==> config.mk <==
export PLATFORM = sky130hd
export DESIGN_NAME = tsamp_queue
export DESIGN_NICKNAME = d
export VERILOG_FILES = /design/src/sv/tsamp_pkg.sv /design/src/sv/tsamp_queue.sv
export SDC_FILE = /design/constraint.sdc
export NUM_CORES = 1
export LEC_CHECK = 0
export ABC_AREA = 1
export BUFFER_PORTS_ARGS = -buffer_cell sky130_fd_sc_hd__buf_4
export CORE_MARGIN = 5
export CORE_UTILIZATION = 45
export CTS_BUF_LIST = sky130_fd_sc_hd__clkbuf_4 sky130_fd_sc_hd__clkbuf_8
export DETAILED_ROUTE_END_ITERATION = 10
export PLACE_DENSITY = 0.81
export SETUP_SLACK_MARGIN = 0.5
export SKIP_CTS_REPAIR_TIMING = 1
export SKIP_LAST_GASP = 1
export SLEW_MARGIN = 25
export SYNTH_ARGS = -nofsm -noshare
export SYNTH_HDL_FRONTEND = slang
export SYNTH_SLANG_ARGS = --single-unit
==> constraint.sdc <==
create_clock -name i_clk -period 10 [get_ports i_clk]
set_clock_uncertainty 0.2 [all_clocks]
set_input_delay 0.5 -clock i_clk [delete_from_list [all_inputs] [get_ports i_clk]]
set_output_delay 0.5 -clock i_clk [all_outputs]
set_load 0.01 [all_outputs]
==> src/sv/tsamp_pkg.sv <==
// Shared types, constants and the bounds helper for the texture sampler.
package tsamp_pkg;

    localparam int MAX_WIDTH  = 256;
    localparam int MAX_HEIGHT = 256;
    localparam int FRAC_BITS  = 12;
    localparam int XW         = $clog2(MAX_WIDTH);
    localparam int YW         = $clog2(MAX_HEIGHT);
    localparam int ADDR_W     = XW + YW;
    localparam int SIZE_W     = 9;
    localparam int BASE_W     = 14;
    localparam int FRAC_W     = FRAC_BITS + 1;
    localparam int COLOR_W    = 32;

    localparam logic [1:0] BM_CLAMP = 2'd0;
    localparam logic [1:0] BM_WRAP  = 2'd1;

    localparam logic [1:0] REG_TEX_WIDTH   = 2'd0;
    localparam logic [1:0] REG_TEX_HEIGHT  = 2'd1;
    localparam logic [1:0] REG_BOUNDS_MODE = 2'd2;
    localparam logic [1:0] REG_FILTER_MODE = 2'd3;

    typedef enum logic [1:0] {
        CMD_WRITE  = 2'd0,
        CMD_READ   = 2'd1,
        CMD_SAMPLE = 2'd2,
        CMD_NOP    = 2'd3
    } t_cmd;

    typedef enum logic [2:0] {
        F_IDLE, F_MUL, F_BASE, F_MOD, F_PUSH
    } t_fstate;

    typedef enum logic [3:0] {
        B_IDLE, B_WRITE, B_READ, B_W1, B_W2, B_MUL1, B_MUL2, B_SAT, B_OUT
    } t_bstate;

    typedef struct packed {
        logic [SIZE_W-1:0] width;
        logic [SIZE_W-1:0] height;
        logic [1:0]        bmode;
        logic              bilin;
    } t_cfg;

    typedef struct packed {
        t_cmd                           cmd;
        logic                           bilin;
        logic [3:0][ADDR_W-1:0]         addr;
        logic [3:0]                     ok;
        logic signed [FRAC_W-1:0]       fx;
        logic signed [FRAC_W-1:0]       fy;
        logic [COLOR_W-1:0]             color;
    } t_job;

    typedef struct packed {
        logic            ok;
        logic [XW-1:0]   c;
    } t_bnd;

    // Bounds policy for one coordinate; m is the wrapped value in wrap mode.
    function automatic t_bnd bound_coord(input logic signed [BASE_W-1:0] v,
                                         input logic [SIZE_W-1:0] size,
                                         input logic [1:0] mode,
                                         input logic [XW-1:0] m);
        t_bnd r;
        logic signed [BASE_W-1:0] s;
        s    = BASE_W'($signed({1'b0, size}));
        r.ok = 1'b1;
        r.c  = v[XW-1:0];
        if (mode == BM_CLAMP) begin
            if (v >= s)
                r.c = XW'(size - 9'd1);
            else if (v < 0)
                r.c = '0;
        end else if (mode == BM_WRAP) begin
            r.c = m;
        end else begin
            r.ok = (v >= 0) && (v < s);
        end
        return r;
    endfunction

endpackage

==> src/sv/tsamp_queue.sv <==
// Two-entry job queue between the front end and the texel engine.
module tsamp_queue (
    input  logic            i_clk,
    input  logic            i_rst_n,
    input  logic            i_push,
    input  tsamp_pkg::t_job i_job,
    output logic            o_full,
    input  logic            i_pop,
    output tsamp_pkg::t_job o_job,
    output logic            o_empty
);
    import tsamp_pkg::*;

    t_job        r_q [2];
    logic        r_wp, r_rp;
    logic [1:0]  r_cnt;

    always_ff @(posedge i_clk) begin
        if (!i_rst_n) begin
            r_wp  <= 1'b0;
            r_rp  <= 1'b0;
            r_cnt <= '0;
        end else begin
            if (i_push) r_wp <= ~r_wp;
            if (i_pop)  r_rp <= ~r_rp;
            r_cnt <= r_cnt + 2'(i_push) - 2'(i_pop);
        end
    end

    always_ff @(posedge i_clk) begin
        if (i_push) r_q[r_wp] <= i_job;
    end

    assign o_job   = r_q[r_rp];
    assign o_full  = (r_cnt == 2'd2);
    assign o_empty = (r_cnt == 2'd0);

endmodule

==> reports/summary.txt <==
Delay contributed by the slowest stage of the critical path: 0.88 ns
Kind of end point of the critical path: primary output
Overall routed net length: 21400 um
Total congestion overflow after global routing: 0
Starting density of the core: 45.6%
Average wire length per cell after detail routing: 18.5 um
Number of flip-flops and latches in the synthesized netlist: 263
Die W: 156 um
Iteration count of the initial detailed-routing pass: 6
Worst-case clock buffer depth: 3
Final instance area: 13900 um2
Cell Area, Placed: 11800 um2
Series of cell instances along the critical path: buf_4 -> mux2_2 -> buf_4
Biggest area contributors in the synthesized netlist: edfxtp_1 (81%), mux2_2 (15%), buf_6 (1.5%), dfxtp_1 (1.0%), nor2_1 (0.35%)
Number of global-route vias before repair: 5293
Sw frac: 21.7%
H-tree depth: 2
Count of warnings emitted by yosys: 0
Worst Tran Pin Value: 0.991 ns
Number of DRC markers after the initial detailed-route iteration: 212
Site row count: 53
Critical path class: reg2out
Net switching component of the power: 534 uW
Post-synth top cells: edfxtp_1 (258), mux2_2 (129), buf_6 (13), nor2_1 (9), nand2_1 (8)
Dominant cell type by area after synthesis: edfxtp_1
Tmin final: 3.56 ns
Total number of vias: 5431
CTS tree: built
Total count of hold-check failures in the final report: 0
Antenna violations before repair: 1
Worst min-delay path category: in2reg
Most repeated cell in the gate-level netlist after synthesis: edfxtp_1
Required time at the worst-slack endpoint: 9.30 ns
Largest net degree at the start of global routing: 78
Largest vdd supply drop: 0.126 mV
Reported leakage power: 5.28 nW
Placed Cells: 962
Growth of design area from synthesis to finish: 45.0%
Number of different library cells in the post-synthesis netlist: 11
Int Power: 1.92 mW
Post-route setup TNS: 0 ns
Register share of total power: 52.8%
Critical Path Source Type: register
Post-synthesis average cell area: 22.1 um2
Design Power: 2.46 mW
Logic gate share of total power: 12.4%
First-pass GRT wire length: 28300 um
Core Region: 21000 um2
Non-filler cells in the finished layout: 1159
Flip-flop cell with the highest count after synthesis: edfxtp_1
Cell at the slowest stage of the critical path: buf_4
Final net count: 998
CTS root buffer: clkbuf_8
Drt drc: 0
Worst-case hold slack: 0.0523 ns
Setup slack after placement: 6.94 ns
Async SR Flop Fraction: 0%
Combined area of all synthesized cells: 9580 um2
Highest fanout seen on the critical path: 76
Number of sinks handled by clock tree synthesis: 263
Share of the yosys chip area belonging to registers: 81.9%
Endpoints failing setup: 0
Fmax: 281 MHz
Cell type with the highest occurrence count on the critical path: buf_4
Share of the clock period used by the worst path after layout: 35.6%
Post-synth EDFFs: 258
Area share of the leading cell type in the synthesized netlist: 80.9%
Clock network latency to the later pin of the worst-skew pair: 0.51 ns
Placer congestion estimate: 0.726
Core utilization of the finished layout: 66.1%
Inserted Clock Buffers: 43
Total routing resource utilization after global routing: 14.9%
Run status: finished, final reports clean
Data arrival time of the worst path: 2.86 ns
Slack of the critical path: 6.44 ns
Slew HR: 33.9%
Detailed placer's ending HPWL: 12300 um
Final Slew Violations: 0
Register clock-pin slew on the reported worst setup and hold paths: 0.05 ns
Fraction of final layout cells sized beyond drive strength 1: 52.1%
Via-per-instance ratio: 4.69
Portion of total power attributed to the clock network: 34.8%
IO Pins: 264
Area enclosed by the die boundary: 24300 um2
Cells after synthesis: 434
PwrDens: 177 nW/um2
Total of max-cap violations: 0
Synth Net Count: 569
RSZ-0062 raised after global routing: no
Vertical die dimension: 156 um
ANT nets after route: 0
IO Port Bufs: 263
[registers in the layout (all words and copies together) (netlist names), named ones only]
signal  count
r_rp        1
r_wp        1
r_q       258
r_cnt       2
[metal layers]
layer	vias to the layer above	global-route usage, %	wire length [um]
li1	2561	-	-
met1	2631	18.1	8070
met2	213	24.4	11500
met3	26	5.99	1580
met4	0	4.88	314
met5	-	0	0
[path summary, 6_finish.rpt]
kind,cells past startpoint,slack [ns],end,start
setup / recovery,3,6.44,o_job[73],register
hold / removal,3,0.05,register,i_pop
setup reg to reg,3,7.68,r_q[1][12],r_wp
hold reg to reg,2,0.30,register,r_rp
[placed cells by master (no fill, tap or decap)]
master / synthesis / final
diode_2: 0 / 1
inv_4: 0 / 1
clkinv_2: 0 / 1
buf_16: 0 / 1
nand3_1: 1 / 1
a21oi_1: 1 / 1
clkbuf_8: 0 / 44
clkbuf_4: 0 / 12
clkinv_1: 0 / 5
clkinvlp_4: 0 / 2
nor2_4: 0 / 1
dfxtp_1: 5 / 4
buf_6: 13 / 1
inv_1: 7 / 6
bufinv_16: 0 / 1
ha_1: 2 / 2
mux2_2: 129 / 129
buf_4: 0 / 266
dlygate4sd3_1: 0 / 130
nor2_1: 9 / 8
edfxtp_1: 258 / 258
dfxtp_4: 0 / 1
nand2_1: 8 / 8
[cell families (layout without fill, tap and decap cells)]
| group | Yosys count | after routing | share of synthesized area (%) |
|---|---|---|---|
| simple gates | 18 | 18 | 0.719 |
| other cells | 0 | 1 | 0 |
| compound gates | 1 | 1 | 0.0522 |
| flops | 263 | 263 | 81.9 |
| fa+ha+maj | 2 | 2 | 0.261 |
| buf+inv | 21 | 470 | 1.86 |
| mux | 129 | 129 | 15.2 |
[worst max-delay path, delay by kind of cell, from the launching register on]
kind / cells / cell delay, ns
mux: 1 / 0.44
flops: 1 / 0.82
buf+inv: 2 / 1.03
[layout make-up]
class,count,area (um2)
Antenna cell,1,2.50
Clock buffer,56,696
Clock inverter,9,68.8
Fill cell,1382,7130
Inverter,7,28.8
Multi-Input combinational cell,150,1560
Sequential cell,263,7850
Tap cell,275,344
Timing Repair Buffer,398,3340
[power by group through the flow]
stage	sequential, mW	clock [mW]	combinational (mW)
floorplan	1.32	0	0.127
global placement	1.32	0	0.253
detailed placement	1.32	0	0.257
CTS	1.30	0.878	0.259
global route	1.30	0.940	0.325
finish	1.30	0.856	0.304
Note: power is estimated with default switching activity, not from simulation.
