==> src/sv/tsamp_pkg.sv <==
// Shared types, constants and the bounds helper for the texture sampler.
package tsamp_pkg;

    localparam int MAX_WIDTH  = 256;
    localparam int MAX_HEIGHT = 256;
    localparam int FRAC_BITS  = 12;
    localparam int XW         = $clog2(MAX_WIDTH);
    localparam int YW         = $clog2(MAX_HEIGHT);
    localparam int ADDR_W     = XW + YW;
    localparam int SIZE_W     = 9;
    localparam int BASE_W     = 14;
    localparam int FRAC_W     = FRAC_BITS + 1;
    localparam int COLOR_W    = 32;

    localparam logic [1:0] BM_CLAMP = 2'd0;
    localparam logic [1:0] BM_WRAP  = 2'd1;

    localparam logic [1:0] REG_TEX_WIDTH   = 2'd0;
    localparam logic [1:0] REG_TEX_HEIGHT  = 2'd1;
    localparam logic [1:0] REG_BOUNDS_MODE = 2'd2;
    localparam logic [1:0] REG_FILTER_MODE = 2'd3;

    typedef enum logic [1:0] {
        CMD_WRITE  = 2'd0,
        CMD_READ   = 2'd1,
        CMD_SAMPLE = 2'd2,
        CMD_NOP    = 2'd3
    } t_cmd;

    typedef enum logic [2:0] {
        F_IDLE, F_MUL, F_BASE, F_MOD, F_PUSH
    } t_fstate;

    typedef enum logic [3:0] {
        B_IDLE, B_WRITE, B_READ, B_W1, B_W2, B_MUL1, B_MUL2, B_SAT, B_OUT
    } t_bstate;

    typedef struct packed {
        logic [SIZE_W-1:0] width;
        logic [SIZE_W-1:0] height;
        logic [1:0]        bmode;
        logic              bilin;
    } t_cfg;

    typedef struct packed {
        t_cmd                           cmd;
        logic                           bilin;
        logic [3:0][ADDR_W-1:0]         addr;
        logic [3:0]                     ok;
        logic signed [FRAC_W-1:0]       fx;
        logic signed [FRAC_W-1:0]       fy;
        logic [COLOR_W-1:0]             color;
    } t_job;

    typedef struct packed {
        logic            ok;
        logic [XW-1:0]   c;
    } t_bnd;

    // Bounds policy for one coordinate; m is the wrapped value in wrap mode.
    function automatic t_bnd bound_coord(input logic signed [BASE_W-1:0] v,
                                         input logic [SIZE_W-1:0] size,
                                         input logic [1:0] mode,
                                         input logic [XW-1:0] m);
        t_bnd r;
        logic signed [BASE_W-1:0] s;
        s    = BASE_W'($signed({1'b0, size}));
        r.ok = 1'b1;
        r.c  = v[XW-1:0];
        if (mode == BM_CLAMP) begin
            if (v >= s)
                r.c = XW'(size - 9'd1);
            else if (v < 0)
                r.c = '0;
        end else if (mode == BM_WRAP) begin
            r.c = m;
        end else begin
            r.ok = (v >= 0) && (v < s);
        end
        return r;
    endfunction

endpackage

==> src/sv/tsamp_mod.sv <==
// Bit-serial modulo of a signed coordinate by the texture size (true modulo).
module tsamp_mod (
    input  logic                                i_clk,
    input  logic                                i_rst_n,
    input  logic                                i_start,
    input  logic signed [tsamp_pkg::BASE_W-1:0] i_val,
    input  logic [tsamp_pkg::SIZE_W-1:0]        i_size,
    output logic                                o_busy,
    output logic [tsamp_pkg::XW-1:0]            o_res
);
    import tsamp_pkg::*;

    logic [3:0]          r_cnt;
    logic [BASE_W-1:0]   r_mag;
    logic [SIZE_W-1:0]   r_rem;
    logic [SIZE_W-1:0]   r_size;
    logic                r_neg;
    logic [SIZE_W:0]     w_try;
    logic [SIZE_W:0]     w_sub;

    always_comb begin
        w_try = {r_rem, r_mag[BASE_W-1]};
        w_sub = (w_try >= {1'b0, r_size}) ? w_try - {1'b0, r_size} : w_try;
    end

    always_ff @(posedge i_clk) begin
        if (!i_rst_n) begin
            r_cnt <= '0;
        end else if (i_start) begin
            r_cnt <= 4'(BASE_W);
        end else if (r_cnt != '0) begin
            r_cnt <= r_cnt - 4'd1;
        end
    end

    always_ff @(posedge i_clk) begin
        if (i_start) begin
            r_neg  <= i_val[BASE_W-1];
            r_mag  <= i_val[BASE_W-1] ? BASE_W'(-i_val) : BASE_W'(i_val);
            r_rem  <= '0;
            r_size <= i_size;
        end else if (r_cnt != '0) begin
            r_rem <= w_sub[SIZE_W-1:0];
            r_mag <= {r_mag[BASE_W-2:0], 1'b0};
        end
    end

    assign o_busy = (r_cnt != '0);
    assign o_res  = (r_neg && r_rem != '0) ? XW'(r_size - r_rem) : r_rem[XW-1:0];

endmodule

==> src/sv/tsamp_front.sv <==
// Front end: accepts items, scales sample coordinates and resolves texel addresses.
module tsamp_front (
    input  logic                                i_clk,
    input  logic                                i_rst_n,
    input  logic                                i_valid,
    output logic                                o_ready,
    input  tsamp_pkg::t_cmd                     i_cmd,
    input  logic signed [12:0]                  i_coord_x,
    input  logic signed [12:0]                  i_coord_y,
    input  logic signed [15:0]                  i_norm_u,
    input  logic signed [15:0]                  i_norm_v,
    input  logic [tsamp_pkg::COLOR_W-1:0]       i_color,
    input  tsamp_pkg::t_cfg                     i_cfg,
    output logic                                o_push,
    output tsamp_pkg::t_job                     o_job,
    input  logic                                i_full
);
    import tsamp_pkg::*;

    localparam int PW = 16 + SIZE_W + 1;

    t_fstate r_state, n_state;
    t_cmd                      r_cmd;
    logic signed [12:0]        r_cx, r_cy;
    logic signed [15:0]        r_nu, r_nv;
    logic [COLOR_W-1:0]        r_color;
    logic signed [PW-1:0]      r_pu, r_pv;
    logic signed [BASE_W-1:0]  r_bx, r_by;
    logic signed [FRAC_W-1:0]  r_fx, r_fy;

    logic signed [BASE_W-1:0]  n_bx, n_by;
    logic signed [FRAC_W-1:0]  n_fx, n_fy;
    logic                      w_mod_start;
    logic                      w_busy_x, w_busy_y;
    logic [XW-1:0]             w_mx, w_my, w_mx1, w_my1;
    t_bnd                      w_x0, w_x1, w_y0, w_y1;

    // Truncate toward zero, keep the signed remainder as the fraction.
    function automatic logic [BASE_W+FRAC_W-1:0] split(input logic signed [PW-1:0] p);
        logic [PW-1:0]             mag;
        logic [BASE_W-1:0]         qm;
        logic [FRAC_BITS-1:0]      fm;
        logic signed [BASE_W-1:0]  q;
        logic signed [FRAC_W-1:0]  f;
        mag = p[PW-1] ? PW'(-p) : PW'(p);
        qm  = BASE_W'(mag >> FRAC_BITS);
        fm  = mag[FRAC_BITS-1:0];
        q   = p[PW-1] ? BASE_W'(-$signed(qm)) : $signed(qm);
        f   = p[PW-1] ? FRAC_W'(-$signed({1'b0, fm})) : $signed({1'b0, fm});
        return {q, f};
    endfunction

    always_comb begin
        if (r_cmd == CMD_SAMPLE) begin
            {n_bx, n_fx} = split(r_pu);
            {n_by, n_fy} = split(r_pv);
        end else begin
            n_bx = BASE_W'(r_cx);
            n_by = BASE_W'(r_cy);
            n_fx = '0;
            n_fy = '0;
        end
    end

    always_comb begin
        n_state     = r_state;
        o_ready     = 1'b0;
        o_push      = 1'b0;
        w_mod_start = 1'b0;
        unique case (r_state)
            F_IDLE: begin
                o_ready = 1'b1;
                if (i_valid) n_state = F_MUL;
            end
            F_MUL: n_state = F_BASE;
            F_BASE: begin
                w_mod_start = (i_cfg.bmode == BM_WRAP);
                n_state     = w_mod_start ? F_MOD : F_PUSH;
            end
            F_MOD: begin
                if (!w_busy_x && !w_busy_y) n_state = F_PUSH;
            end
            F_PUSH: begin
                if (!i_full) begin
                    o_push  = 1'b1;
                    n_state = F_IDLE;
                end
            end
            default: n_state = F_IDLE;
        endcase
    end

    always_ff @(posedge i_clk) begin
        if (!i_rst_n) r_state <= F_IDLE;
        else          r_state <= n_state;
    end

    always_ff @(posedge i_clk) begin
        if (r_state == F_IDLE && i_valid) begin
            r_cmd   <= i_cmd;
            r_cx    <= i_coord_x;
            r_cy    <= i_coord_y;
            r_nu    <= i_norm_u;
            r_nv    <= i_norm_v;
            r_color <= i_color;
        end
        if (r_state == F_MUL) begin
            r_pu <= PW'(r_nu) * $signed({1'b0, i_cfg.width});
            r_pv <= PW'(r_nv) * $signed({1'b0, i_cfg.height});
        end
        if (r_state == F_BASE) begin
            r_bx <= n_bx;
            r_by <= n_by;
            r_fx <= n_fx;
            r_fy <= n_fy;
        end
    end

    tsamp_mod u_mod_x (
        .i_clk   (i_clk),
        .i_rst_n (i_rst_n),
        .i_start (w_mod_start),
        .i_val   (n_bx),
        .i_size  (i_cfg.width),
        .o_busy  (w_busy_x),
        .o_res   (w_mx)
    );

    tsamp_mod u_mod_y (
        .i_clk   (i_clk),
        .i_rst_n (i_rst_n),
        .i_start (w_mod_start),
        .i_val   (n_by),
        .i_size  (i_cfg.height),
        .o_busy  (w_busy_y),
        .o_res   (w_my)
    );

    always_comb begin
        w_mx1 = ({1'b0, w_mx} + 9'd1 == i_cfg.width)  ? '0 : w_mx + 8'd1;
        w_my1 = ({1'b0, w_my} + 9'd1 == i_cfg.height) ? '0 : w_my + 8'd1;
        w_x0  = bound_coord(r_bx, i_cfg.width, i_cfg.bmode, w_mx);
        w_x1  = bound_coord(r_bx + 14'sd1, i_cfg.width, i_cfg.bmode, w_mx1);
        w_y0  = bound_coord(r_by, i_cfg.height, i_cfg.bmode, w_my);
        w_y1  = bound_coord(r_by + 14'sd1, i_cfg.height, i_cfg.bmode, w_my1);
        o_job.cmd     = r_cmd;
        o_job.bilin   = i_cfg.bilin;
        o_job.addr[0] = {w_y0.c, w_x0.c};
        o_job.addr[1] = {w_y0.c, w_x1.c};
        o_job.addr[2] = {w_y1.c, w_x0.c};
        o_job.addr[3] = {w_y1.c, w_x1.c};
        o_job.ok[0]   = w_x0.ok && w_y0.ok;
        o_job.ok[1]   = w_x1.ok && w_y0.ok;
        o_job.ok[2]   = w_x0.ok && w_y1.ok;
        o_job.ok[3]   = w_x1.ok && w_y1.ok;
        o_job.fx      = r_fx;
        o_job.fy      = r_fy;
        o_job.color   = r_color;
    end

endmodule

==> config.mk <==
export PLATFORM = sky130hd
export DESIGN_NAME = tsamp_front
export DESIGN_NICKNAME = d
export VERILOG_FILES = /design/src/sv/tsamp_pkg.sv /design/src/sv/tsamp_mod.sv /design/src/sv/tsamp_front.sv
export SDC_FILE = /design/constraint.sdc
export NUM_CORES = 1
export LEC_CHECK = 0
export BUFFER_PORTS_ARGS = -buffer_cell sky130_fd_sc_hd__buf_2
export CAP_MARGIN = 30
export CORE_MARGIN = 2
export CORE_UTILIZATION = 25
export DETAILED_ROUTE_END_ITERATION = 7
export GPL_TIMING_DRIVEN = 0
export PLACE_DENSITY_LB_ADDON = 0.2
export SLEW_MARGIN = 20
export SYNTH_ARGS = -nofsm -noshare
export SYNTH_HDL_FRONTEND = slang
export SYNTH_SLANG_ARGS = --single-unit
==> constraint.sdc <==
create_clock -name i_clk -period 13.45 [get_ports i_clk]
set_clock_uncertainty 0.15 [all_clocks]
set_input_delay 0.6725 -clock i_clk [delete_from_list [all_inputs] [get_ports i_clk]]
set_output_delay 0.6725 -clock i_clk [all_outputs]
set_load 0.01 [all_outputs]
==> metrics, run 1 <==
outcome=completed; Bufs on Longest Clock Path=3; combinational fraction of design power=0.636; number of enable flip-flop cells after synthesis=246; full die area=115,800 µm²; post-cts repair resize count=0; proportion of register bits with asynchronous set or reset after synthesis=0; Placement Cell Area=31,540 µm²; critical path endpoint category=flop; worst hold slack=0.08434 ns; Clk network pwr share=0.157; Post-Synthesis Net Count=3,603; post-route core utilization=0.2932; die height=340.3 µm; worst path cell trace=buf_2 > clkbuf_1 > clkbuf_1 > nand2_1 > fa_1 > inv_1 > fa_1 > fa_1 > fa_1 > inv_1 > fa_1 > inv_1 > ha_1 > and2_1 > o21ai_0 > o31ai_1 > o41ai_1 > o21ai_0 > nor4_1 > nor3_1 > a211o_1 > a21o_1 > a21oi_1 > xnor2_1; worst-path cell with the longest stage delay=clkbuf_1; CTS clock-pin slew for the worst setup and hold paths=0.06 ns; maximum operating frequency=131.1 MHz; commonest non-fill, non-tap cells in the layout=inv_1, nand2_1, buf_2; final weighted congestion of routability-driven global placement=0.8438; die outline width=340.3 µm; worst IR drop on VDD=138.5 µV; initial DRC count=1,355; net count of the finished layout=3,905; worst setup path class=primary input to flop; final wirelength=87,490 µm; number of DRC violations after detailed routing=0; count of cells along the worst register-to-register path=24; launching element type of the critical path=primary input; Leak Pwr=0.01427 µW; final period demand of the worst path=7.630 ns; RSZ-0062 raised after global routing=false; CTS Sinks=275; vias after detailed routing=22,480; drt pass-1 iters=5; number of placed I/O pins=248; launch point of the worst hold path=i_norm_v[6]; H-tree depth reported by CTS=2; R2R Setup Slk=6.51 ns; Final Cell Area=32,940 µm²; most used flip-flop cell after synthesis=edfxtp_1; Switch Pwr=3252 µW; reg-to-reg critical path startpoint=r_nu[5]; final clock period utilization by the worst path=0.5673; clock latency at the later pin of the worst-skew pair=0.62 ns; largest net degree at the start of global routing=45; global-route congestion overflow total=0; crit path max fanout=10; number of antenna violations at the first check in global routing=4; critical path data required time=13.66 ns; vias in the first global route=22,380; Pins Over Slew Limit=0; total of max-cap violations=0; drt via density=4.610; hold_buf cts=0; buffer type at the clock tree root=clkbuf_16; Placement Setup Slack=5.210 ns; switching share of total power=0.4546; Yosys reg bits=275; Overall Global Routing Usage=0.1513; post-synthesis instance total=3,040; cell area after synthesis=28,270 µm²; number of filler instances in the final layout=12,070; endpoint of the lowest-slack register-to-register path=r_pu[24]; largest stage delay on the critical path=0.68 ns; global-route wire length before repair=135,400 µm; cell row count=123; HPWL after DPL=70,430 µm; number of port buffers=246; cts bufs inserted=41; Mean Syn Cell Area=9.300 µm²; sequential group share of total power=0.207; count of final setup violators=0; effective utilization at floorplan=0.2517; core region area=112,300 µm²; Area growth syn-to-layout=16.52%; Synth Warn #=0; hold worst-path end=r_nv[6]; fraction of final layout cells sized beyond drive strength 1=0.1216; worst slew pin tran=1.090 ns; areal power density over the cells=217.1 nW/µm²; Arrival @ worst endpoint=7.84 ns; Cell Int Power=3902 µW; worst min path class=primary input to flop; final setup TNS=0 ns; Worst Hold Path Cells=1; buffers inserted during post-CTS setup optimization=0; post-route ant nets=0; CTS tree=done; worst-case setup margin in the final layout=5.820 ns; most frequent standard cell in the layout excluding fill and tap cells=inv_1; relative max-transition margin=0.2654; final hold violation count=0; proportion of synthesized chip area in sequential cells=0.2818; post-detailed-route wirelength per cell=17.94 µm; number of different library cells in the post-synthesis netlist=89; most used cell, CP=fa_1
## sequential cells by signal, indices dropped and copies added (netlist names), 14 cells and up
register       flops
r_color           32
r_pu              26
r_nu              16
r_bx              14
u_mod_x.r_mag     14
r_pv              26
r_by              14
r_nv              16
u_mod_y.r_mag     14
## Yosys cell counts, types with 6 or more instances
cell type | n | area [µm²]
nor2_1 | 157 | 589.3
a21oi_1 | 100 | 500.5
dfxtp_1 | 29 | 580.6
nand4b_1 | 6 | 52.55
a31oi_1 | 17 | 106.4
or4_1 | 19 | 142.6
nand2b_1 | 43 | 269.0
clkbuf_1 | 101 | 379.1
o41ai_1 | 14 | 122.6
a211oi_1 | 17 | 127.6
or2_2 | 15 | 93.84
xor2_1 | 88 | 770.7
buf_4 | 34 | 255.2
o22ai_1 | 22 | 137.6
and3_1 | 21 | 131.4
nand3_1 | 51 | 255.2
o21ai_0 | 118 | 590.6
nand2_1 | 330 | 1239
nor3_1 | 62 | 310.3
nand4_1 | 29 | 181.4
o211ai_1 | 15 | 112.6
o21ai_1 | 7 | 35.03
or3_1 | 26 | 162.7
o21a_1 | 27 | 202.7
mux2i_1 | 15 | 150.1
a22oi_1 | 13 | 97.59
o31ai_1 | 26 | 195.2
nand3b_1 | 6 | 45.04
nor3b_1 | 8 | 60.06
o21bai_1 | 6 | 45.04
buf_1 | 18 | 67.56
o221ai_1 | 10 | 87.58
nor4b_1 | 9 | 78.83
nor4_1 | 20 | 125.1
and4_1 | 7 | 61.31
fa_1 | 248 | 4965
inv_1 | 406 | 1524
xnor2_1 | 136 | 1191
a21boi_0 | 7 | 52.55
and2_1 | 154 | 963.4
a21o_1 | 33 | 247.7
edfxtp_1 | 246 | 7387
nor2b_1 | 31 | 193.9
ha_1 | 198 | 2477
## worst max path at each step
stage	to	start	slack, ns
global route	r_pu[24]	i_cfg[17]	5.31
CTS	r_pu[24]	i_cfg[17]	5.87
global placement	r_pu[24]	i_cfg[17]	5.18
floorplan	r_pu[24]	i_cfg[15]	6.72
detailed placement	r_pu[24]	i_cfg[17]	5.21
finish	r_pu[24]	i_cfg[17]	5.82
## critical path: cells and delay by family
kind / cells / cell delay (ns)
xor gates and xnor gates: 1 / 0.08
buffers and inverters: 6 / 1.59
adders and majority gates: 6 / 2.95
AOI/OAI and AO/OA: 7 / 1.84
and+or+nand+nor: 4 / 0.69
## power by group through the flow
stage               sequential (µW)  clock (µW)  combinational [µW]
global placement               1510           0                4580
CTS                            1480        1180                4610
global route                   1500        1200                5250
detailed placement             1500           0                4580
floorplan                      1440           0                3540
finish                         1480        1120                4550
## cells by family (layout without fill, tap and decap cells)
kind of cell               Yosys count  after routing  share of synthesized area
AOI/OAI and AO/OA                  494            494                     0.1155
xor gates and xnor gates           224            224                    0.06939
adders and majority gates          446            446                     0.2632
buffers and inverters              571            904                    0.08129
DFF                                275            275                     0.2818
muxes                               19             19                   0.006903
other                                0              3                          0
and+or+nand+nor                   1011           1011                     0.1818
## final cells by class
class,instances,area (µm²),share of cell area
Sequential cell,275,7968,0.2419
Buffer,160,755.7,0.02294
Inverter,411,1544,0.04687
Clock buffer,47,1070,0.03247
Antenna cell,3,7.507,0.0002279
Tap cell,1500,1877,0.05697
Timing Repair Buffer,259,1409,0.04276
Multi-Input combinational cell,2194,18020,0.5471
Clock inverter,27,291.5,0.008849
## metal layers
layer  wire length [µm]  global-route usage  part of all wire
met1              41270              0.2111              0.47
met2              39250              0.2390              0.45
met3               4809             0.02927             0.055
met4               2109             0.03901             0.024
met5                 55                   0           0.00063
## metrics by stage
stage | total power (µW) | std cells
after floorplan | 4980 | 3040
after global placement | 6089 | 4786
after detailed placement | 6082 | 4796
after CTS | 7270 | 4870
after global routing | 7952 | 4873
final | 7153 | 4876
Note: power is estimated with default switching activity, not from simulation.
==> run 2: changes to the inputs <==
==> constraint.sdc (replaced) <==
create_clock -name i_clk -period 7.15 [get_ports i_clk]
set_clock_uncertainty 0.15 [all_clocks]
set_input_delay 0.3575 -clock i_clk [delete_from_list [all_inputs] [get_ports i_clk]]
set_output_delay 0.3575 -clock i_clk [all_outputs]
set_load 0.01 [all_outputs]
==> metrics, run 2 (synthesis gave the netlist of run 1 again) <==
worst hold slack=0.08922 ns (was 0.08434 ns); final clock period utilization by the worst path=0.9570; fraction of met1 tracks used by global routing=0.2129 (was 0.2111); post-route core utilization=0.3031 (was 0.2932); vias after detailed routing=22,890 (was 22,480); largest stage delay on the critical path=0.58 ns (was 0.68 ns); sequential standard cell area=7968 µm² (unchanged); Leak Pwr=0.01475 µW (was 0.01427 µW); worst path cell trace=buf_2 > clkbuf_1 > clkbuf_2 > nand2_1 > fa_1 > inv_1 > fa_1 > fa_1 > fa_1 > inv_1 > fa_1 > inv_1 > ha_1 > a21o_1 > a21o_1 > a2111o_1 > a31oi_1 > nand2_1 > o2111ai_1 > a21oi_1 > o41ai_1 > o21bai_1 > a21oi_1 > xnor2_1 (was buf_2 > clkbuf_1 > clkbuf_1 > nand2_1 > fa_1 > inv_1 > fa_1 > fa_1 > fa_1 > inv_1 > fa_1 > inv_1 > ha_1 > and2_1 > o21ai_0 > o31ai_1 > o41ai_1 > o21ai_0 > nor4_1 > nor3_1 > a211o_1 > a21o_1 > a21oi_1 > xnor2_1); post-route ant nets=0 (unchanged); combined area of the multi-input logic cells=18,030 µm² (was 18,020 µm²); Arrival @ worst endpoint=7.09 ns (was 7.84 ns); critical path buffer and inverter count=6 (unchanged); number of DRC violations after detailed routing=0 (unchanged); global-route wire length before repair=137,100 µm (was 135,400 µm); initial DRC count=1,383 (was 1,355); cts bufs inserted=41 (unchanged); buffers inserted during post-CTS setup optimization=0 (unchanged); effective utilization at floorplan=0.2517 (unchanged); Overall Global Routing Usage=0.1527 (was 0.1513); launching element type of the critical path=primary input (unchanged); worst IR drop on VDD=251.4 µV (was 138.5 µV); full die area=115,800 µm² (unchanged); drt via density=4.599 (was 4.610); Pins Over Slew Limit=0 (unchanged); Largest delay share family, worst path=adder cells (unchanged); worst setup path class=primary input to flop (unchanged); CTS Sinks=275 (unchanged); Bufs on Longest Clock Path=3 (unchanged); clock latency at the later pin of the worst-skew pair=0.62 ns (about the same); number of antenna violations at the first check in global routing=4 (unchanged); worst slew pin tran=1.088 ns (was 1.090 ns); vias in the first global route=22,850 (was 22,380); commonest non-fill, non-tap cells in the layout=inv_1, nand2_1, buf_2 (unchanged); count of final setup violators=0 (unchanged); post-detailed-route wirelength per cell=17.74 µm (was 17.94 µm); crit path max fanout=10 (unchanged); Placed Cells incl. Taps=4,796 (unchanged); H-tree depth reported by CTS=2 (unchanged); final weighted congestion of routability-driven global placement=0.8438 (unchanged); outcome=completed (unchanged); HPWL after DPL=70,430 µm (unchanged); number of port buffers=246 (unchanged); die height=340.3 µm (unchanged); worst-path cell with the longest stage delay=clkbuf_1 (unchanged); number of placed I/O pins=248 (unchanged); cell row count=123 (unchanged); final hold violation count=0 (unchanged); buffer type at the clock tree root=clkbuf_16 (unchanged); CTS clock-pin slew for the worst setup and hold paths=0.06 ns (about the same); die outline width=340.3 µm (unchanged); final cell count without fillers=4,978 (was 4,876); most frequent standard cell in the layout excluding fill and tap cells=inv_1 (unchanged); maximum operating frequency=146.1 MHz; Area growth syn-to-layout=20.44% (was 16.52%); areal power density over the cells=396.7 nW/µm² (was 217.1 nW/µm²); largest net degree at the start of global routing=45 (unchanged); critical path endpoint category=flop (unchanged); most used cell, CP=fa_1 (unchanged); met2 Use GR=0.2436 (was 0.2390); total of max-cap violations=0 (unchanged); register with the most flip-flops=r_color (unchanged); global-route congestion overflow total=0 (unchanged); final wirelength=88,300 µm (was 87,490 µm); drt pass-1 iters=5 (unchanged); fraction of final layout cells sized beyond drive strength 1=0.1199 (was 0.1216); most utilized layer in the global route result=met2 (unchanged); net count of the finished layout=4,009 (was 3,905); critical path data required time=7.39 ns (was 13.66 ns); number of filler instances in the final layout=12,020 (was 12,070); final period demand of the worst path=6.842 ns; final setup TNS=0 ns (unchanged); CTS tree=done (unchanged); RSZ-0062 raised after global routing=false (unchanged); relative max-transition margin=0.2668 (was 0.2654); registers with the most flip-flops=r_color (32), r_pu (26), r_pv (26) (unchanged); met3 track demand over resource=0.02709 (was 0.02927); worst min path class=primary input to flop (unchanged); core region area=112,300 µm² (unchanged); Largest register FFs=32 (unchanged)
## run 2: worst register-to-register path, cell delays in order, from the launching register on
cell and delay [ns]:
edfxtp_1 0.33, clkbuf_1 0.45, nand2_1 0.16, fa_1 0.56, inv_1 0.05, fa_1 0.46, fa_1 0.53, fa_1 0.55
inv_1 0.06, fa_1 0.52, inv_1 0.04, ha_1 0.33, a21o_1 0.17, a21o_1 0.21, a2111o_1 0.35, a31oi_1 0.26
nand2_1 0.09, o2111ai_1 0.16, a21oi_1 0.14, o41ai_1 0.48, o21bai_1 0.11, a21oi_1 0.19, xnor2_1 0.21
## run 2: layout make-up
type	instances	share of cell area
inverter	411	0.04534
clock inverter	27	0.008561
multi-input combinational	2194	0.5295
buffer	151	0.02142
timing repair buffer	372	0.07459
antenna	1	0.00007349
clock buffer	47	0.03142
tap	1500	0.05512
sequential	275	0.2340
## run 2: routing by layer
metal	vias up	wire, µm
met1	11240	41640
met3	102	4485
met4	8	2142
met5	-	55
li1	11080	-
met2	463	39980
## run 2: where the power goes
| group | switching, µW | internal [µW] | leakage (µW) |
|---|---|---|---|
| registers | 280 | 2510 | 0.00254 |
| clock network | 880 | 1230 | 0.000662 |
| logic | 4960 | 3650 | 0.0115 |
## run 2: final timing paths
kind                                  startpoint          endpoint  slack [ns]  cells after the start
worst min register to register  u_mod_x.r_cnt[3]  u_mod_x.r_cnt[3]        0.34                      2
worst min-delay path                     i_valid        r_state[0]        0.09                      4
worst max register to register           r_nv[4]          r_pv[24]        0.37                     22
worst max-delay path                    i_cfg[5]          r_pv[24]        0.31                     24
## run 2: repair_timing
action / CTS / global route
setup endpoints to repair: 1 / 8
gates resized for setup: 1 / 10
endpoints found under the hold margin: 121 / 0
hold buffers: 113 / 0
cloned: 0 / 0
## run 2: metrics by stage
stage	instance area (µm²)	total power, µW	worst slack [ns]
6_report	34050	13510	0.3076
5_1_grt	34050	15020	0.006163
4_1_cts	34030	13720	0.04056
3_5_place_dp	31540	11440	-0.7746
3_3_place_gp	31380	11450	-0.8044
2_1_floorplan	28270	9367	0.7386
==> run 3: changes to the inputs <==
--- a/config.mk
+++ b/config.mk
@@ -5,8 +5,7 @@
 export SDC_FILE = /design/constraint.sdc
 export NUM_CORES = 1
 export LEC_CHECK = 0
-export BUFFER_PORTS_ARGS = -buffer_cell sky130_fd_sc_hd__buf_2
-export CAP_MARGIN = 30
+export BUFFER_PORTS_ARGS = -buffer_cell sky130_fd_sc_hd__buf_4
 export CORE_MARGIN = 2
 export CORE_UTILIZATION = 25
 export DETAILED_ROUTE_END_ITERATION = 7
==> constraint.sdc (replaced) <==
create_clock -name i_clk -period 7.15 [get_ports i_clk]
set_clock_uncertainty 0.15 [all_clocks]
set_input_delay 0.3575 -clock i_clk [delete_from_list [all_inputs] [get_ports i_clk]]
set_output_delay 0.3575 -clock i_clk [all_outputs]
set_load 0.1 [all_outputs]
==> metrics, run 3 (synthesis gave the netlist of run 1 again) <==
outcome=completed (unchanged); Overall Global Routing Usage=0.1539 (was 0.1527); Area growth syn-to-layout=22.06% (was 20.44%); number of placed I/O pins=248 (unchanged); vias after detailed routing=22,900 (was 22,890); reg-to-reg critical path startpoint=r_nv[4] (unchanged); critical path endpoint category=flop (unchanged); final period demand of the worst path=6.860 ns (was 6.842 ns); worst path cell trace=dlygate4sd3_1 > buf_4 > clkbuf_1 > clkbuf_2 > and2_1 > ha_1 > fa_1 > fa_1 > fa_1 > fa_1 > ha_1 > a21o_1 > a2111o_1 > a31oi_1 > nand2_1 > o2111ai_1 > a21oi_1 > o41ai_1 > o21bai_1 > a21oi_1 > xnor2_1 (was buf_2 > clkbuf_1 > clkbuf_2 > nand2_1 > fa_1 > inv_1 > fa_1 > fa_1 > fa_1 > inv_1 > fa_1 > inv_1 > ha_1 > a21o_1 > a21o_1 > a2111o_1 > a31oi_1 > nand2_1 > o2111ai_1 > a21oi_1 > o41ai_1 > o21bai_1 > a21oi_1 > xnor2_1); core region area=112,300 µm² (unchanged); crit path max fanout=10 (unchanged); Bufs on Longest Clock Path=3 (unchanged); areal power density over the cells=406.9 nW/µm² (was 396.7 nW/µm²); Leak Pwr=0.01488 µW (was 0.01475 µW); final weighted congestion of routability-driven global placement=0.8350 (was 0.8438); vias in the first global route=23,200 (was 22,850); initial DRC count=1,385 (was 1,383); launching element type of the critical path=primary input (unchanged); number of DRC violations after detailed routing=0 (unchanged); die height=340.3 µm (unchanged); count of final setup violators=0 (unchanged); registers with the most flip-flops=r_color (32), r_pu (26), r_pv (26) (unchanged); buffer type at the clock tree root=clkbuf_16 (unchanged); cell row count=123 (unchanged); fraction of final layout cells sized beyond drive strength 1=0.1178 (was 0.1199); number of port buffers=246 (unchanged); cts bufs inserted=40 (was 41); CTS Sinks=275 (unchanged); post-route ant nets=0 (unchanged); total of max-cap violations=0 (unchanged); maximum operating frequency=145.8 MHz (was 146.1 MHz); largest stage delay on the critical path=0.57 ns (was 0.58 ns); worst-path cell with the longest stage delay=clkbuf_1 (unchanged); Placement Cell Area=32,150 µm² (was 31,540 µm²); most frequent standard cell in the layout excluding fill and tap cells=inv_1 (unchanged); buffers inserted during post-CTS setup optimization=0 (unchanged); register with the most flip-flops=r_color (unchanged); RSZ-0062 raised after global routing=false (unchanged); critical path data required time=7.39 ns (about the same); endpoint of the lowest-slack register-to-register path=r_pv[24] (unchanged); crit path capture=r_pv[24] (unchanged); worst min path class=primary input to flop (unchanged); most used cell, CP=fa_1 (unchanged); final hold violation count=0 (unchanged); die outline width=340.3 µm (unchanged); worst IR drop on VDD=287.0 µV (was 251.4 µV); net count of the finished layout=4,005 (was 4,009); CTS clock-pin slew for the worst setup and hold paths=0.06 ns (about the same); commonest non-fill, non-tap cells in the layout=inv_1, nand2_1, buf_4 (was inv_1, nand2_1, buf_2); clock latency at the later pin of the worst-skew pair=0.61 ns (was 0.62 ns); worst hold slack=0.08385 ns (was 0.08922 ns); worst slew pin tran=0.9914 ns (was 1.088 ns); final clock period utilization by the worst path=0.9595 (was 0.9570); Arrival @ worst endpoint=7.10 ns (was 7.09 ns); final wirelength=88,550 µm (was 88,300 µm); post-detailed-route wirelength per cell=17.80 µm (was 17.74 µm); effective utilization at floorplan=0.2517 (unchanged); count of cells along the worst register-to-register path=22 (unchanged); full die area=115,800 µm² (unchanged); number of antenna violations at the first check in global routing=6 (was 4); R2R Setup Slk=0.42 ns (was 0.37 ns); largest net degree at the start of global routing=46 (was 45); Largest register FFs=32 (unchanged); HPWL after DPL=71,010 µm (was 70,430 µm); Critical Path Start=i_cfg[10] (was i_cfg[5]); global-route wire length before repair=138,400 µm (was 137,100 µm); global-route congestion overflow total=0 (unchanged); Final Cell Area=34,510 µm² (was 34,050 µm²); H-tree depth reported by CTS=2 (unchanged); drt pass-1 iters=5 (unchanged); worst setup path class=primary input to flop (unchanged); drt via density=4.603 (was 4.599); CTS tree=done (unchanged); Pins Over Slew Limit=0 (unchanged); relative max-transition margin=0.3377 (was 0.2668)
-- run 3: cell types whose count changed in the layout (fill, tap and decap cells not counted), sizes merged --
cell	delta
buf	-3
bufinv	-3
clkbuf	+4
clkinvlp	-3
diode	+3
inv	-1
-- run 3: through the flow --
step | std cells | TNS (ns) | total power, µW | setup WS (ns) | util
finish | 4975 | 0 | 14040 | 0.2897 | 0.3072
detailed placement | 4796 | -3.826 | 12170 | -0.7470 | 0.2862
global placement | 4786 | -34.70 | 12180 | -0.7700 | 0.2848
floorplan | 3040 | 0 | 10020 | 0.6694 | -
global route | 4971 | 0 | 15550 | 0.01256 | 0.3071
CTS | 4980 | 0 | 14290 | 0.004818 | 0.3073
-- run 3: how the worst min path moves through the flow --
| stage | startpoint | endpoint | slack (ns) | depth (start not counted) |
|---|---|---|---|---|
| 2_1_floorplan | u_mod_y.r_rem[8] | u_mod_y.r_rem[8] | 0.29 | 2 |
| 3_3_place_gp | u_mod_x.r_cnt[3] | u_mod_x.r_cnt[3] | 0.31 | 2 |
| 3_5_place_dp | u_mod_x.r_cnt[3] | u_mod_x.r_cnt[3] | 0.31 | 2 |
| 4_1_cts | i_valid | r_state[0] | 0.04 | 4 |
| 5_1_grt | i_valid | r_state[0] | 0.08 | 4 |
| 6_report | i_valid | r_state[0] | 0.08 | 4 |
-- run 3: layout make-up --
type	count	area (µm²)
Timing Repair Buffer	369	3118
Sequential cell	275	7968
Multi-Input combinational cell	2194	18030
Clock inverter	20	148.9
Fill cell	11970	77830
Tap cell	1500	1877
Buffer	151	732.0
Inverter	411	1544
Clock buffer	51	1084
Antenna cell	4	10.01
-- run 3: critical path: cells and delay by family --
family / cells / cell delay [ns]
adder cells (fa/ha/maj): 6 / 2.66
AND/OR/NAND/NOR: 2 / 0.28
XOR/XNOR: 1 / 0.20
AO/OA/AOI/OAI: 8 / 1.90
buffers and inverters: 4 / 1.71
-- run 3: timing repair --
| item | CTS | global route |
|---|---|---|
| hold buffers | 113 | 0 |
| gates resized for setup | 2 | 12 |
| endpoints found under the hold margin | 121 | 0 |
| endpoints found under the setup margin | 2 | 7 |
| cloned | 0 | 0 |
-- run 3: power breakdown --
part / total [µW] / switching (µW) / leakage (µW) / internal, µW
combinational: 9310 / 5610 / 0.0117 / 3700
clock: 1940 / 832 / 0.000612 / 1110
sequential: 2790 / 283 / 0.00254 / 2510
total: 14000 / 6730 / 0.0149 / 7320
-- run 3: layer usage --
layer,up-vias,track usage,routed length (µm)
met4,6,0.03974,2190
li1,11060,-,-
met3,96,0.02608,4012
met5,-,0,45
met1,11310,0.2160,42410
met2,437,0.2444,39890
